--- src/sv/dmps_pkg.sv ---
// package for the diamond max path sum block
// widths, payload types, the per-cell control struct and the saturating add
// no dependencies
package dmps_pkg;

    localparam int MAX_SIDE = 256;
    localparam int ADDR_W   = $clog2(MAX_SIDE);
    localparam int SIDE_W   = 9;
    localparam int CELL_W   = 16;
    localparam int SUM_W    = 25;

    localparam logic [SUM_W-1:0] SUM_MAX = {SUM_W{1'b1}};

    typedef logic [ADDR_W-1:0] t_addr;
    typedef logic [SIDE_W-1:0] t_side;
    typedef logic [CELL_W-1:0] t_cell;
    typedef logic [SUM_W-1:0]  t_sum;

    typedef struct packed {
        t_addr col;
        logic  first_row;
        logic  col_zero;
        logic  col_end;
        logic  lower;
        logic  last;
    } t_cell_ctl;

    function automatic t_sum sat_add(input t_sum a, input t_cell b);
        logic [SUM_W:0] s;
        s = {1'b0, a} + (SUM_W + 1)'(b);
        return s[SUM_W] ? SUM_MAX : s[SUM_W-1:0];
    endfunction

endpackage

--- src/sv/dmps_seq.sv ---
// row and column sequencer, holds the side length register
// depends on dmps_pkg
module dmps_seq (
    input  logic              i_clk,
    input  logic              i_rst_n,
    input  logic              i_cfg_we,
    input  dmps_pkg::t_side   i_cfg_side,
    input  logic              i_adv,
    output dmps_pkg::t_cell_ctl o_ctl
);
    import dmps_pkg::*;

    t_side r_side;
    t_side r_row;
    t_addr r_col;
    logic  r_lower;

    t_side n_row;
    t_addr n_col;
    logic  n_lower;

    t_side side_eff;
    t_side row_g;
    t_side row_l;
    t_side row_len;
    logic  row_done;
    logic  last;

    always_comb begin
        if (r_side == '0) begin
            side_eff = SIDE_W'(1);
        end else if (r_side > SIDE_W'(MAX_SIDE)) begin
            side_eff = SIDE_W'(MAX_SIDE);
        end else begin
            side_eff = r_side;
        end

        row_g = (r_row == '0 || r_row > side_eff) ? SIDE_W'(1) : r_row;
        row_l = (r_row == '0 || r_row >= side_eff) ? SIDE_W'(1) : r_row;
        row_len  = r_lower ? side_eff - row_l : row_g;
        row_done = (SIDE_W'(r_col) + SIDE_W'(1)) >= row_len;

        last    = 1'b0;
        n_row   = r_row;
        n_col   = r_col + ADDR_W'(1);
        n_lower = r_lower;
        if (row_done) begin
            n_col = '0;
            if (!r_lower) begin
                if (r_row < side_eff) begin
                    n_row = r_row + SIDE_W'(1);
                end else if (side_eff == SIDE_W'(1)) begin
                    last  = 1'b1;
                    n_row = SIDE_W'(1);
                end else begin
                    n_lower = 1'b1;
                    n_row   = SIDE_W'(1);
                end
            end else if (row_len > SIDE_W'(1)) begin
                n_row = r_row + SIDE_W'(1);
            end else begin
                last    = 1'b1;
                n_row   = SIDE_W'(1);
                n_lower = 1'b0;
            end
        end
    end

    always_comb begin
        o_ctl.col       = r_col;
        o_ctl.first_row = !r_lower && (row_g == SIDE_W'(1));
        o_ctl.col_zero  = (r_col == '0);
        o_ctl.col_end   = (SIDE_W'(r_col) == row_g - SIDE_W'(1));
        o_ctl.lower     = r_lower;
        o_ctl.last      = last;
    end

    always_ff @(posedge i_clk) begin
        if (!i_rst_n) begin
            r_side  <= SIDE_W'(1);
            r_row   <= SIDE_W'(1);
            r_col   <= '0;
            r_lower <= 1'b0;
        end else if (i_cfg_we) begin
            r_side  <= i_cfg_side;
            r_row   <= SIDE_W'(1);
            r_col   <= '0;
            r_lower <= 1'b0;
        end else if (i_adv) begin
            r_row   <= n_row;
            r_col   <= n_col;
            r_lower <= n_lower;
        end
    end

    // column stays inside the diamond width
    a_col_in_range: assert property (@(posedge i_clk) disable iff (!i_rst_n)
        SIDE_W'(r_col) < side_eff)
        else $error("column beyond side length");

    // lower half never holds a row past its last one
    a_lower_row: assert property (@(posedge i_clk) disable iff (!i_rst_n)
        r_lower |-> r_row < side_eff)
        else $error("lower half row out of range");

endmodule

--- config.mk ---
export PLATFORM = sky130hd
export DESIGN_NAME = dmps_seq
export DESIGN_NICKNAME = d
export VERILOG_FILES = /design/src/sv/dmps_pkg.sv /design/src/sv/dmps_seq.sv
export SDC_FILE = /design/constraint.sdc
export NUM_CORES = 1
export LEC_CHECK = 0
export BUFFER_PORTS_ARGS = -buffer_cell sky130_fd_sc_hd__buf_2
export CAP_MARGIN = 20
export CORE_MARGIN = 3
export CORE_UTILIZATION = 40
export DETAILED_ROUTE_END_ITERATION = 8
export HOLD_SLACK_MARGIN = 0.15
export PLACE_DENSITY = 0.68
export SYNTH_ARGS = -nofsm -noshare
export SYNTH_HDL_FRONTEND = slang
export SYNTH_SLANG_ARGS = --single-unit
--- constraint.sdc ---
create_clock -name i_clk -period 11.9 [get_ports i_clk]
set_clock_uncertainty 0.2 [all_clocks]
set_input_delay 1.19 -clock i_clk [delete_from_list [all_inputs] [get_ports i_clk]]
set_output_delay 1.19 -clock i_clk [all_outputs]
set_load 0.05 [all_outputs]
After elaboration in Yosys (flattened, before gate mapping)
Cells that the tools add are included.

word-level totals
  bits of input ports = 13
  register bits = 27

operators by class
  eq/ne operators = 3
  muxes and demuxes = 18
  reductions and logical operators = 9
  bitwise operators = 1
  $lt $le $gt $ge = 6
  add/sub/neg operators = 5

operator list
  cell                   number
  $mux W9                8
  $eq A9 B1 Y1 const B   2
  $ge A9 B9 Y1           2
  $logic_not A9 Y1       2
  $add A8 B1 Y9 const B  1
  $add A9 B1 Y9 const B  1
  $eq A8 B9 Y1           1
  $gt A9 B1 Y1 const B   1
  $gt A9 B9 Y1           1
  $gt A9 B9 Y1 const B   1
  $lt A9 B9 Y1           1
  $mux W1                9
  $sub A9 B1 Y9 const B  1
  $sub A9 B9 Y9          1
  $add A8 B1 Y8 const B  1
  $logic_not A8 Y1       1
  $mux W8                1
  $logic_or A1 B1 Y1     2
  $reduce_and A2 Y1      1
  $reduce_or A2 Y1       1
  $logic_and A1 B1 Y1    1
  $logic_not A1 Y1       1
  $not A1 Y1             1

Logic depth before layout (Yosys ltp)
Gate-level depths: netlist of run 1.

  word-level depth = 12
  gate-level depth with buffers = 27
  depth with buffers taken out = 26

Worst setup path after synthesis of run 1
Ideal clock, no wire load.

  kind = flip-flop to output port
  start = register r_side[8]
  end = output o_ctl[0] in the netlist's numbering
  arrival = 5.172 ns
  required time = 10.510 ns
  slack = 5.338 ns
  stages on the path, launching flop included = 26
  cells stage by stage = dfxtp_1 -> clkinv_1 -> nand2_1 -> ha_1 -> a21oi_1 -> o21ai_0 -> a211oi_1 -> nand2_1 -> nor2_1 -> nand2_1 -> ha_1 -> or3_1 -> o31ai_1 -> xor2_1 -> nor2_1 -> a31oi_1 -> ha_1 -> a21boi_0 -> o211ai_1 -> o41ai_1 -> nor3_1 -> a311oi_1 -> o31ai_2 -> o21ai_1 -> nor2_1 -> buf_4

on the way
  word-level cells in the longest chain between the ends = 12
  elaborated cells on any way between the ends = 21

RTL lines
  element                   line            text
  start: declaration        dmps_seq.sv:13  t_side r_side;
  start signal: assignment  dmps_seq.sv:85  r_side <= i_cfg_side;
  $gt A9 B9 Y1              dmps_seq.sv:32  end else if (r_side > SIDE_W'(MAX_SIDE)) begin
  $mux W9                   dmps_seq.sv:32
  $mux W9 *                 dmps_seq.sv:30  if (r_side == '0) begin
  $ge A9 B9 Y1              dmps_seq.sv:39  row_l = (r_row == '0 || r_row >= side_eff) ? SIDE_W'(1) : r_row;
  $logic_or A1 B1 Y1        dmps_seq.sv:39
  $mux W9                   dmps_seq.sv:39
  $sub A9 B9 Y9             dmps_seq.sv:40  row_len = r_lower ? side_eff - row_l : row_g;
  $mux W9                   dmps_seq.sv:40
  $gt A9 B1 Y1              dmps_seq.sv:59  end else if (row_len > SIDE_W'(1)) begin
  $mux W1                   dmps_seq.sv:59
  $mux W1                   dmps_seq.sv:49  if (!r_lower) begin
  $mux W1 *                 dmps_seq.sv:47  if (row_done) begin
  end: declaration          dmps_seq.sv:9   output dmps_pkg::t_cell_ctl o_ctl

Every way passes the cells marked *; elsewhere a longest branch is shown, timed or not.

==> results of run 1 <==
critical path, cell delays in order, from the launching register on:
cell and delay (ps):
dfxtp_1 400, clkinv_1 230, nand2_1 190, ha_1 270, a21oi_1 150, o21ai_0 120
a211oi_1 480, nand2_1 100, nor2_1 410, nand2_1 120, ha_1 370, nand3_1 130
nand2_1 80, o31ai_1 300, xor2_1 190, nor2_1 80, a31oi_1 160, ha_1 260
a21boi_0 180, o211ai_1 130, o41ai_1 460, nor3_1 110, a311oi_1 310, o31ai_2 170
o21ai_1 470, nor2_1 120, buf_2 230
power groups by stage:
| stage | combinational [W] | clock (W) | sequential [W] |
|---|---|---|---|
| floorplan | 0.0000968 | 0 | 0.0000982 |
| global placement | 0.000117 | 0 | 0.000100 |
| detailed placement | 0.000118 | 0 | 0.000100 |
| CTS | 0.000119 | 0.0000591 | 0.0000979 |
| global route | 0.000134 | 0.0000618 | 0.0000988 |
| finish | 0.000120 | 0.0000575 | 0.0000981 |
worst paths after layout:
| check | start | to | depth (start not counted) |
|---|---|---|---|
| setup / recovery | r_side[8] | o_ctl[0] | 26 |
| hold / removal | r_side[0] | r_side[0] | 2 |
| setup reg to reg | r_side[8] | r_row[3] | 26 |
| hold reg to reg | r_side[0] | r_side[0] | 2 |
area by class of cell:
class / count / area, um^2 / area share, %
multi-input cells: 299 / 2052 / 69.08
flip-flops and latches: 27 / 540.5 / 18.20
repair buffers: 25 / 125.1 / 4.212
well taps: 93 / 116.4 / 3.917
inverters: 23 / 86.33 / 2.906
clock buffers: 3 / 41.29 / 1.390
clock inverters: 1 / 8.758 / 0.2949
state kept, by name (all words and copies together), names as in the netlist:
| signal | flops |
|---|---|
| r_lower | 1 |
| r_row | 9 |
| r_col | 8 |
| r_side | 9 |
synth_stat cells (all sizes together), types with 4 or more instances:
| cell type | n | area (um^2) |
|---|---|---|
| a211oi | 4 | 35.03 |
| xnor2 | 12 | 105.1 |
| inv | 21 | 78.83 |
| a21oi | 17 | 85.08 |
| nor2 | 27 | 101.4 |
| dfxtp | 27 | 540.5 |
| o31ai | 4 | 35.03 |
| and3 | 13 | 81.33 |
| o21ai | 25 | 125.1 |
| ha | 30 | 375.4 |
| clkbuf | 17 | 65.06 |
| nand3 | 12 | 65.06 |
| nor2b | 12 | 75.07 |
| mux2i | 8 | 80.08 |
| nand2b | 5 | 31.28 |
| nor4 | 6 | 37.54 |
| buf | 9 | 50.04 |
| a32o | 7 | 70.07 |
| nor3b | 5 | 37.54 |
| nand2 | 38 | 142.6 |
| a31oi | 9 | 56.30 |
| xor2 | 12 | 105.1 |
| nand4 | 4 | 25.02 |
| nor3 | 11 | 60.06 |
per-layer routing:
metal | global-route usage [%] | vias up | part of all wire [%] | wire [um]
met2 | 31.52 | 73 | 47 | 3306
met5 | 0 | - | 0 | 0
li1 | - | 1348 | - | -
met4 | 6.495 | 0 | 1.7 | 122
met1 | 25.14 | 1271 | 47 | 3353
met3 | 1.551 | 10 | 4.2 | 301
cell families after synthesis:
group | synth area share (%)
and+or+nand+nor | 27.63
AOI/OAI and AO/OA | 20.47
buffers and inverters | 7.210
DFF | 19.35
muxes | 3.672
xor gates and xnor gates | 7.523
adders and majority gates | 14.15
cell usage in the layout, fill, tap and decap left out, types with 11 or more instances in the layout:
| cell | Yosys | routed |
|---|---|---|
| nor2b_1 | 12 | 12 |
| dfxtp_1 | 27 | 27 |
| a21oi_1 | 17 | 17 |
| xnor2_1 | 12 | 12 |
| and3_1 | 13 | 13 |
| o21ai_0 | 16 | 16 |
| inv_1 | 21 | 21 |
| buf_2 | 1 | 25 |
| xor2_1 | 12 | 12 |
| nand3_1 | 11 | 11 |
| nor2_1 | 27 | 27 |
| ha_1 | 30 | 30 |
| nand2_1 | 38 | 38 |
through the flow:
step | std cells | util (%) | worst slack (ps)
floorplan | 375 | - | 5338
global placement | 467 | 44.47 | 4742
detailed placement | 467 | 44.47 | 4392
CTS | 471 | 45.23 | 4047
global route | 471 | 45.23 | 3398
finish | 471 | 45.23 | 4002
==> metrics.md, run 1 <==
| Metric | Value |
|---|---|
| GR Util All Layers | between 10% and 20% |
| Synthesized Nets | around 420 |
| Inserted Clock Buffers | 3 |
| FF+latch count, synth | 27 |
| Worst setup path category | register to output port |
| Area Growth Syn to Fin | 6.314% |
| Register area share after synthesis | 19.35% |
| Die height | 89.58 um |
| Antenna violations before repair | 0 |
| P_int | 0.0001586 W |
| Post_cts resized | 0 |
| Max Freq | around 130 MHz |
| Die Wd | between 80 and 90 um |
| Largest net degree at the start of global routing | 18 |
| Comb pwr share | 43.5% |
| Core Region | around 6600 um^2 |
| Max Cap Viol | 0 |
| GRT overflow | 0 |
| Required @ worst endpoint | around 11000 ps |
| I/O pins | 26 |
| Clock power frac | a little over a fifth |
| YS warnings | 0 |
| Final Critical Period | approximately 7900 ps |
| Pre-Repair DR Iteration Count | 4 |
| Crit Path Max Fanout | 9 |
| Pwr Total | about 0.00028 W |
| Design area | slightly below 3000 um^2 |
| Wire per inst | 15.04 um |
| Via density | about 5.7 |
| Post-synth cell types | 60 |
| Clk_lat worst skew | about 280 ps |
| Max-slew headroom | ~54% |
| Final period utilization | between 60% and 70% |
| Pwr Density | around 90 nW/um^2 |
| Die area | between 8000 and 9000 um^2 |
| Seq pwr share | 35.6% |
| CTS tree | yes |
| FP Rows | 29 |
| Dpl cell area | around 2900 um^2 |
| First-pass GRT wire length | between 10 and 15 mm |
| Wirelength, routed | 7.084 mm |
| Worst hold slack | roughly 320 ps |
| Port Buffer Count | 25 |
| Max-slew violations | 0 |
| CP Launch Type | register |
| Switching portion of total power | a little over two fifths |
| Setup TNS | 0 ps |
| Hold Buf Count CTS | 0 |
| Worst setup EP type | output port |
| Setup slack, reg-to-reg | 5290 ps |
| CTS clk-pin slew, worst paths | around 110 ps |
| Asr flop ratio synth | 0% |
| H-tree Lvls | 1 |
| Effective utilization at floorplan | 42.54% |
| Layout cell share with drive strength beyond 1 | 10.05% |
| Final hold vios | 0 |
| WP data arrival | ~6500 ps |
| Leak | approximately 1.3 nW |
| Ant diodes | 0 |
| Clk sink count | 27 |
| Placed wire-length estimate | 5.451 mm |
| Via count | 2702 |
| P_sw | roughly 0.00012 W |
| Ys flop type | dfxtp_1 |
| Post-route ant nets | 0 |
| Vias in the first global route | around 2700 |
| Max Root-Sink Buffers | 2 |
| Gpl congestion | between 0.8 and 0.9 |
| Cell area after synthesis | 2794 um^2 |
| Clk root buf | clkbuf_8 |
| Unrepaired setup endpoints after global routing | no |
| Cell count after synthesis | 375 |
| Post-synth EDFFs | 0 |
| Post-CTS Setup Bufs | 0 |
| Status | finished clean |
| Drt initial violations | roughly 150 |
| HP Class | register to register |
| Fillers | roughly 670 |
| Slew at the pin with the worst max-slew slack | 687.8 ps |
| Synth Area per Inst | between 7 and 8 um^2 |
| Worst VDD drop | 44.49 uV |
| DR DRC count | 0 |
| Final number of setup-violating endpoints | 0 |
| Final #Nets | roughly 420 |
(Power assumes the default switching activity.)
==> inputs of run 2 (changes only) <==
clock period = 8.1 ns   (was 11.9 ns; I/O delays follow)
==> metrics.md, run 2 (synthesis results as in run 1) <==
| Metric | Value |
|---|---|
| Status | finished clean |
| Crit Path Max Fanout | 9 |
| Placed wire-length estimate | approximately 5.4 mm |
| Gpl congestion | 0.8972 |
| Final number of setup-violating endpoints | 0 |
| Post-CTS Setup Bufs | 0 |
| Final period utilization | approximately nine tenths |
| Max Root-Sink Buffers | 2 |
| Hold depth | 2 |
| Pwr Density | 134.2 nW/um^2 |
| WP data arrival | about 6000 ps |
| Post-route ant nets | 0 |
| Die area | around 8000 um^2 |
| Clk sink count | 27 |
| Antenna violations before repair | 0 |
| Slew at the pin with the worst max-slew slack | 673.0 ps |
| Largest net degree at the start of global routing | 18 |
| Clk root buf | clkbuf_8 |
| Core Region | 6568 um^2 |
| R2R cell count | 26 |
| Via density | ~5.6 |
| Slowest cell on the critical path | a211oi_1 |
| Max Cap Viol | 0 |
| Most frequent cells in the layout | nand2_1, ha_1, nor2_1, dfxtp_1, buf_2 |
| Effective utilization at floorplan | 42.54% |
| Commonest non-fill, non-tap cell in the layout | nand2_1 |
| Die height | about 90 um |
| Inserted Clock Buffers | 3 |
| Via count | 2654 |
| Dpl cell area | 2935 um^2 |
| Worst setup EP type | output port |
| Final Critical Period | 7190 ps |
| DR DRC count | 0 |
| Max-slew headroom | a little under three fifths |
| I/O pins | 26 |
| Worst setup path category | register to output port |
| Setup TNS | 0 ps |
| H-tree Lvls | 1 |
| Wire per inst | 14.64 um |
| Die Wd | ~90 um |
| Unrepaired setup endpoints after global routing | no |
| GRT overflow | 0 |
| CTS tree | yes |
| Reg2reg start | r_side[8] |
| Vias in the first global route | between 2000 and 3000 |
| First-pass GRT wire length | between 10 and 15 mm |
| Layout cell share with drive strength beyond 1 | a little over a tenth |
| Leak | around 1.3 nW |
| CP Launch Type | register |
| Area Growth Syn to Fin | 6.852% |
| Critical path origin | r_side[8] |
| Biggest cell delay along the critical path | around 500 ps |
| Ant diodes | 0 |
| Wirelength, routed | 6.925 mm |
| Drt initial violations | ~170 |
| HP Class | register to register |
| Fillers | ~650 |
| Design area | between 2000 and 3000 um^2 |
| Required @ worst endpoint | a little over 7000 ps |
| Port Buffer Count | 25 |
| Worst VDD drop | ~74 uV |
| Pwr Total | between 0.0004 and 0.0005 W |
| GR Util All Layers | a little under a fifth |
| Pre-Repair DR Iteration Count | 4 |
| Final #Nets | 425 |
| FP Rows | 29 |
| Max Freq | 139.1 MHz |
| Clk_lat worst skew | between 200 and 300 ps |
| CTS clk-pin slew, worst paths | 100 ps |
| Regs by FF count | r_row x9, r_side x9, r_col x8 |
| Max-slew violations | 0 |
| Setup slack, reg-to-reg | 1730 ps |
| Final hold vios | 0 |
| Worst Setup EP | o_ctl[0] |
| Reg2reg end | r_row[0] |
## run 2: how the worst min path moves through the flow
| stage | startpoint | to |
|---|---|---|
| 2_1_floorplan | r_side[0] | r_side[0] |
| 3_3_place_gp | r_side[0] | r_side[0] |
| 3_5_place_dp | r_side[0] | r_side[0] |
| 4_1_cts | r_side[0] | r_side[0] |
| 5_1_grt | r_side[0] | r_side[0] |
| 6_report | r_side[0] | r_side[0] |
## run 2: report_power, final
| group | internal [W] | total (W) | switching [W] |
|---|---|---|---|
| logic | 0.0000603 | 0.000176 | 0.000116 |
| clock network | 0.0000346 | 0.0000803 | 0.0000457 |
| registers | 0.000137 | 0.000144 | 0.00000678 |
| total | 0.000232 | 0.000401 | 0.000169 |
## run 2: final cells by class
| type | instances | area, um^2 | share of cell area, % |
|---|---|---|---|
| repair buffers | 27 | 140.1 | 4.694 |
| multi-input cells | 299 | 2056 | 68.86 |
| clock inverters | 1 | 5.005 | 0.1676 |
| clock buffers | 3 | 41.29 | 1.383 |
| flip-flops and latches | 27 | 540.5 | 18.11 |
| well taps | 93 | 116.4 | 3.898 |
| inverters | 23 | 86.33 | 2.892 |
## run 2: routing by layer
layer	up-vias	part of all wire, %	track usage [%]
met1	1243	47	25.36
met5	-	0	0
li1	1357	-	-
met4	0	1.4	6.495
met3	9	4.3	2.007
met2	45	47	29.52
## run 2: critical path: cells and delay by family (launching register included)
| kind | cells | cell delay, ps |
|---|---|---|
| AO/OA/AOI/OAI | 12 | 2710 |
| AND/OR/NAND/NOR | 8 | 1250 |
| adder cells (fa/ha/maj) | 3 | 960 |
| buffers and inverters | 2 | 440 |
| flip-flops | 1 | 380 |
| XOR/XNOR | 1 | 150 |
## run 2: timing repair
| item | CTS | global route |
|---|---|---|
| endpoints found under the hold margin | 0 | 0 |
| hold buffers | 0 | 0 |
| setup endpoints to repair | 0 | 1 |
| gates resized for setup | 0 | 1 |
## run 2: metrics by stage
stage	setup slack [ps]	std cells	util [%]	hold slack, ps
final	910.1	473	45.46	310.7
after floorplan	1918	375	-	269.1
after CTS	809.8	473	45.40	312.4
after global routing	117.3	473	45.46	341.7
after global placement	1347	469	44.69	291.7
after detailed placement	1153	469	44.69	297.2
==> inputs of run 3 (changes only) <==
ABC_AREA = 1   (was unset)
SKIP_CTS_REPAIR_TIMING = 1   (was unset)
==> metrics.md, run 3 <==
| Metric | Value |
|---|---|
| Asr flop ratio synth | 0% |
| Core Region | 7486 um^2 |
| Final Critical Period | between 6000 and 7000 ps |
| Reg2reg end | r_row[2] |
| Slowest cell on the critical path | fa_1 |
| Inserted Clock Buffers | 3 |
| CP bufs+invs | 5 |
| Antenna violations before repair | 0 |
| YS warnings | 0 |
| Placed wire-length estimate | 6.163 mm |
| Port Buffer Count | 25 |
| Vias in the first global route | 2817 |
| Share of the synthesized area in the top cell type | between 10% and 20% |
| Worst setup EP type | output port |
| Synth Area per Inst | 6.478 um^2 |
| Reg2reg start | r_side[6] |
| CP Launch Type | register |
| Slew at the pin with the worst max-slew slack | between 900 and 1000 ps |
| Final period utilization | ~77% |
| Worst setup path category | register to output port |
| Ant diodes | 0 |
| Synthesized Nets | approximately 530 |
| Post-synth cell types | 45 |
| Drt initial violations | 200 |
| Met1 WL | 3.770 mm |
| Setup slack, reg-to-reg | around 2800 ps |
| CTS clk-pin slew, worst paths | ~110 ps |
| FF+latch count, synth | 27 |
| Wirelength, routed | approximately 7.7 mm |
| Clk root buf | clkbuf_8 |
| Detail Route met3 WL | about 280 um |
| CTS tree | yes |
| Gpl congestion | ~0.91 |
| Max Freq | ~160 MHz |
| Regs by FF count | r_row x9, r_side x9, r_col x8 |
| Clk_lat worst skew | around 290 ps |
| Top cells by area, synth | dfxtp_1, nand2_1, ha_1, inv_1, xor2_1 |
| Max Root-Sink Buffers | 2 |
| Met2 wire length | 3.550 mm |
| Cell count after synthesis | 490 |
| Ys flop type | dfxtp_1 |
| Post-synth EDFFs | 0 |
| Pre-Repair DR Iteration Count | 4 |
| Final number of setup-violating endpoints | 0 |
| Max Cap Viol | 0 |
| Most frequent cells in the layout | nand2_1, inv_1, nor2_1 |
| Largest net degree at the start of global routing | 23 |
| HP Class | register to register |
| Top cells by count, synth | nand2_1, inv_1, nor2_1, nand3_1 |
| I/O pins | 26 |
| Wire per inst | 12.80 um |
| Post-route ant nets | 0 |
| Layout cell share with drive strength beyond 1 | 15.87% |
| Final hold vios | 0 |
| Leak | 1.730 nW |
| Unrepaired setup endpoints after global routing | no |
| CP Depth | 33 |
| Die Wd | around 95 um |
| Register area share after synthesis | between 10% and 20% |
| Crit Path Max Fanout | 9 |
| Via density | around 5.1 |
| Effective utilization at floorplan | a little over two fifths |
| Max-slew violations | 0 |
| Die height | 95.08 um |
| Biggest cell delay along the critical path | slightly above 400 ps |
| DR top layer | met4 |
| Required @ worst endpoint | 7090 ps |
| Cell area after synthesis | between 3000 and 4000 um^2 |
| WP data arrival | between 5000 and 6000 ps |
| Setup TNS | 0 ps |
| Critical path origin | r_side[6] |
| Status | finished clean |
| Via count | between 3000 and 4000 |
| Final #Nets | 549 |
| H-tree Lvls | 1 |
| GRT overflow | 0 |
| Commonest non-fill, non-tap cell in the layout | nand2_1 |
| R2R cell count | 34 |
| Post-synth top area cell | dfxtp_1 |
| Die area | between 9000 and 10000 um^2 |
| Clk sink count | 27 |
| First-pass GRT wire length | between 10 and 15 mm |
| GR Util All Layers | 17.87% |
| FP Rows | 31 |
| Count leader, synth | nand2_1 |
| DR DRC count | 0 |
| Worst Setup EP | o_ctl[0] |
| Worst VDD drop | 102.1 uV |
| Delay-heaviest family, CP | simple AND/OR/NAND/NOR gates |
| CP most frequent cell | nand2_1 |
| Pwr Total | ~0.0011 W |
| Max-slew headroom | between 30% and 40% |
| Pwr Density | 329.5 nW/um^2 |
| Area Growth Syn to Fin | 6.740% |
==> run 3: changes by cell type in the layout (fill, tap and decap cells not counted), moves of 13 or more <==
cell     change
nand2_1     +70
a21oi_1     +13
nor2_1      +24
nand3_1     +21
inv_1       +47
==> run 3: worst min path at each step <==
stage | from | end | slack [ps] | cells after the start
after floorplan | r_side[4] | r_side[4] | 250 | 2
after global placement | r_side[3] | r_side[3] | 280 | 2
after detailed placement | r_side[3] | r_side[3] | 280 | 2
after CTS | r_side[3] | r_side[3] | 300 | 2
after global routing | r_side[2] | r_side[2] | 330 | 2
final | r_side[7] | r_side[7] | 300 | 2
==> run 3: per-layer routing <==
layer	vias up	GRT usage [%]
li1	1603	-
met2	72	29.33
met1	1391	24.57
met3	11	2.052
met5	-	0
met4	0	5.048
==> run 3: power breakdown <==
part / switching (W) / internal [W]
registers: 0.0000380 / 0.000149
logic: 0.000573 / 0.000270
clock network: 0.0000506 / 0.0000351
==> run 3: area by class of cell <==
class,instances,area [um^2]
Clock inverter,1,7.507
Inverter,74,280.3
Fill cell,791,4098
Clock buffer,3,41.29
Multi-Input combinational cell,374,2270
Sequential cell,27,540.5
Tap cell,99,123.9
Timing Repair Buffer,25,125.1
==> run 3: kinds of logic (layout without fill, tap and decap cells) <==
| logic type | count (synthesis) | count (layout) | synth area share [%] |
|---|---|---|---|
| adder cells (fa/ha/maj) | 31 | 31 | 12.46 |
| XOR/XNOR | 27 | 27 | 7.450 |
| AO/OA/AOI/OAI | 57 | 57 | 10.29 |
| buffers and inverters | 89 | 103 | 11.47 |
| AND/OR/NAND/NOR | 259 | 259 | 41.31 |
| flip-flops | 27 | 27 | 17.03 |
==> run 3: tightest hold or removal path, stage by stage (launching register included) <==
cell and delay, ps:
dfxtp_1 310, inv_1 80, a21oi_1 70
==> run 3: per-stage QoR <==
step           cells  hold WS [ps]  util (%)  cell area [um^2]  setup slack (ps)
2_1_floorplan    490         252.6         -              3174              2820
3_3_place_gp     599         279.7     44.61              3339              2410
3_5_place_dp     599         278.7     44.61              3339              2290
4_1_cts          603         296.2     45.26              3388              1938
5_1_grt          603         328.0     45.26              3388              1443
6_report         603         298.4     45.26              3388              1894
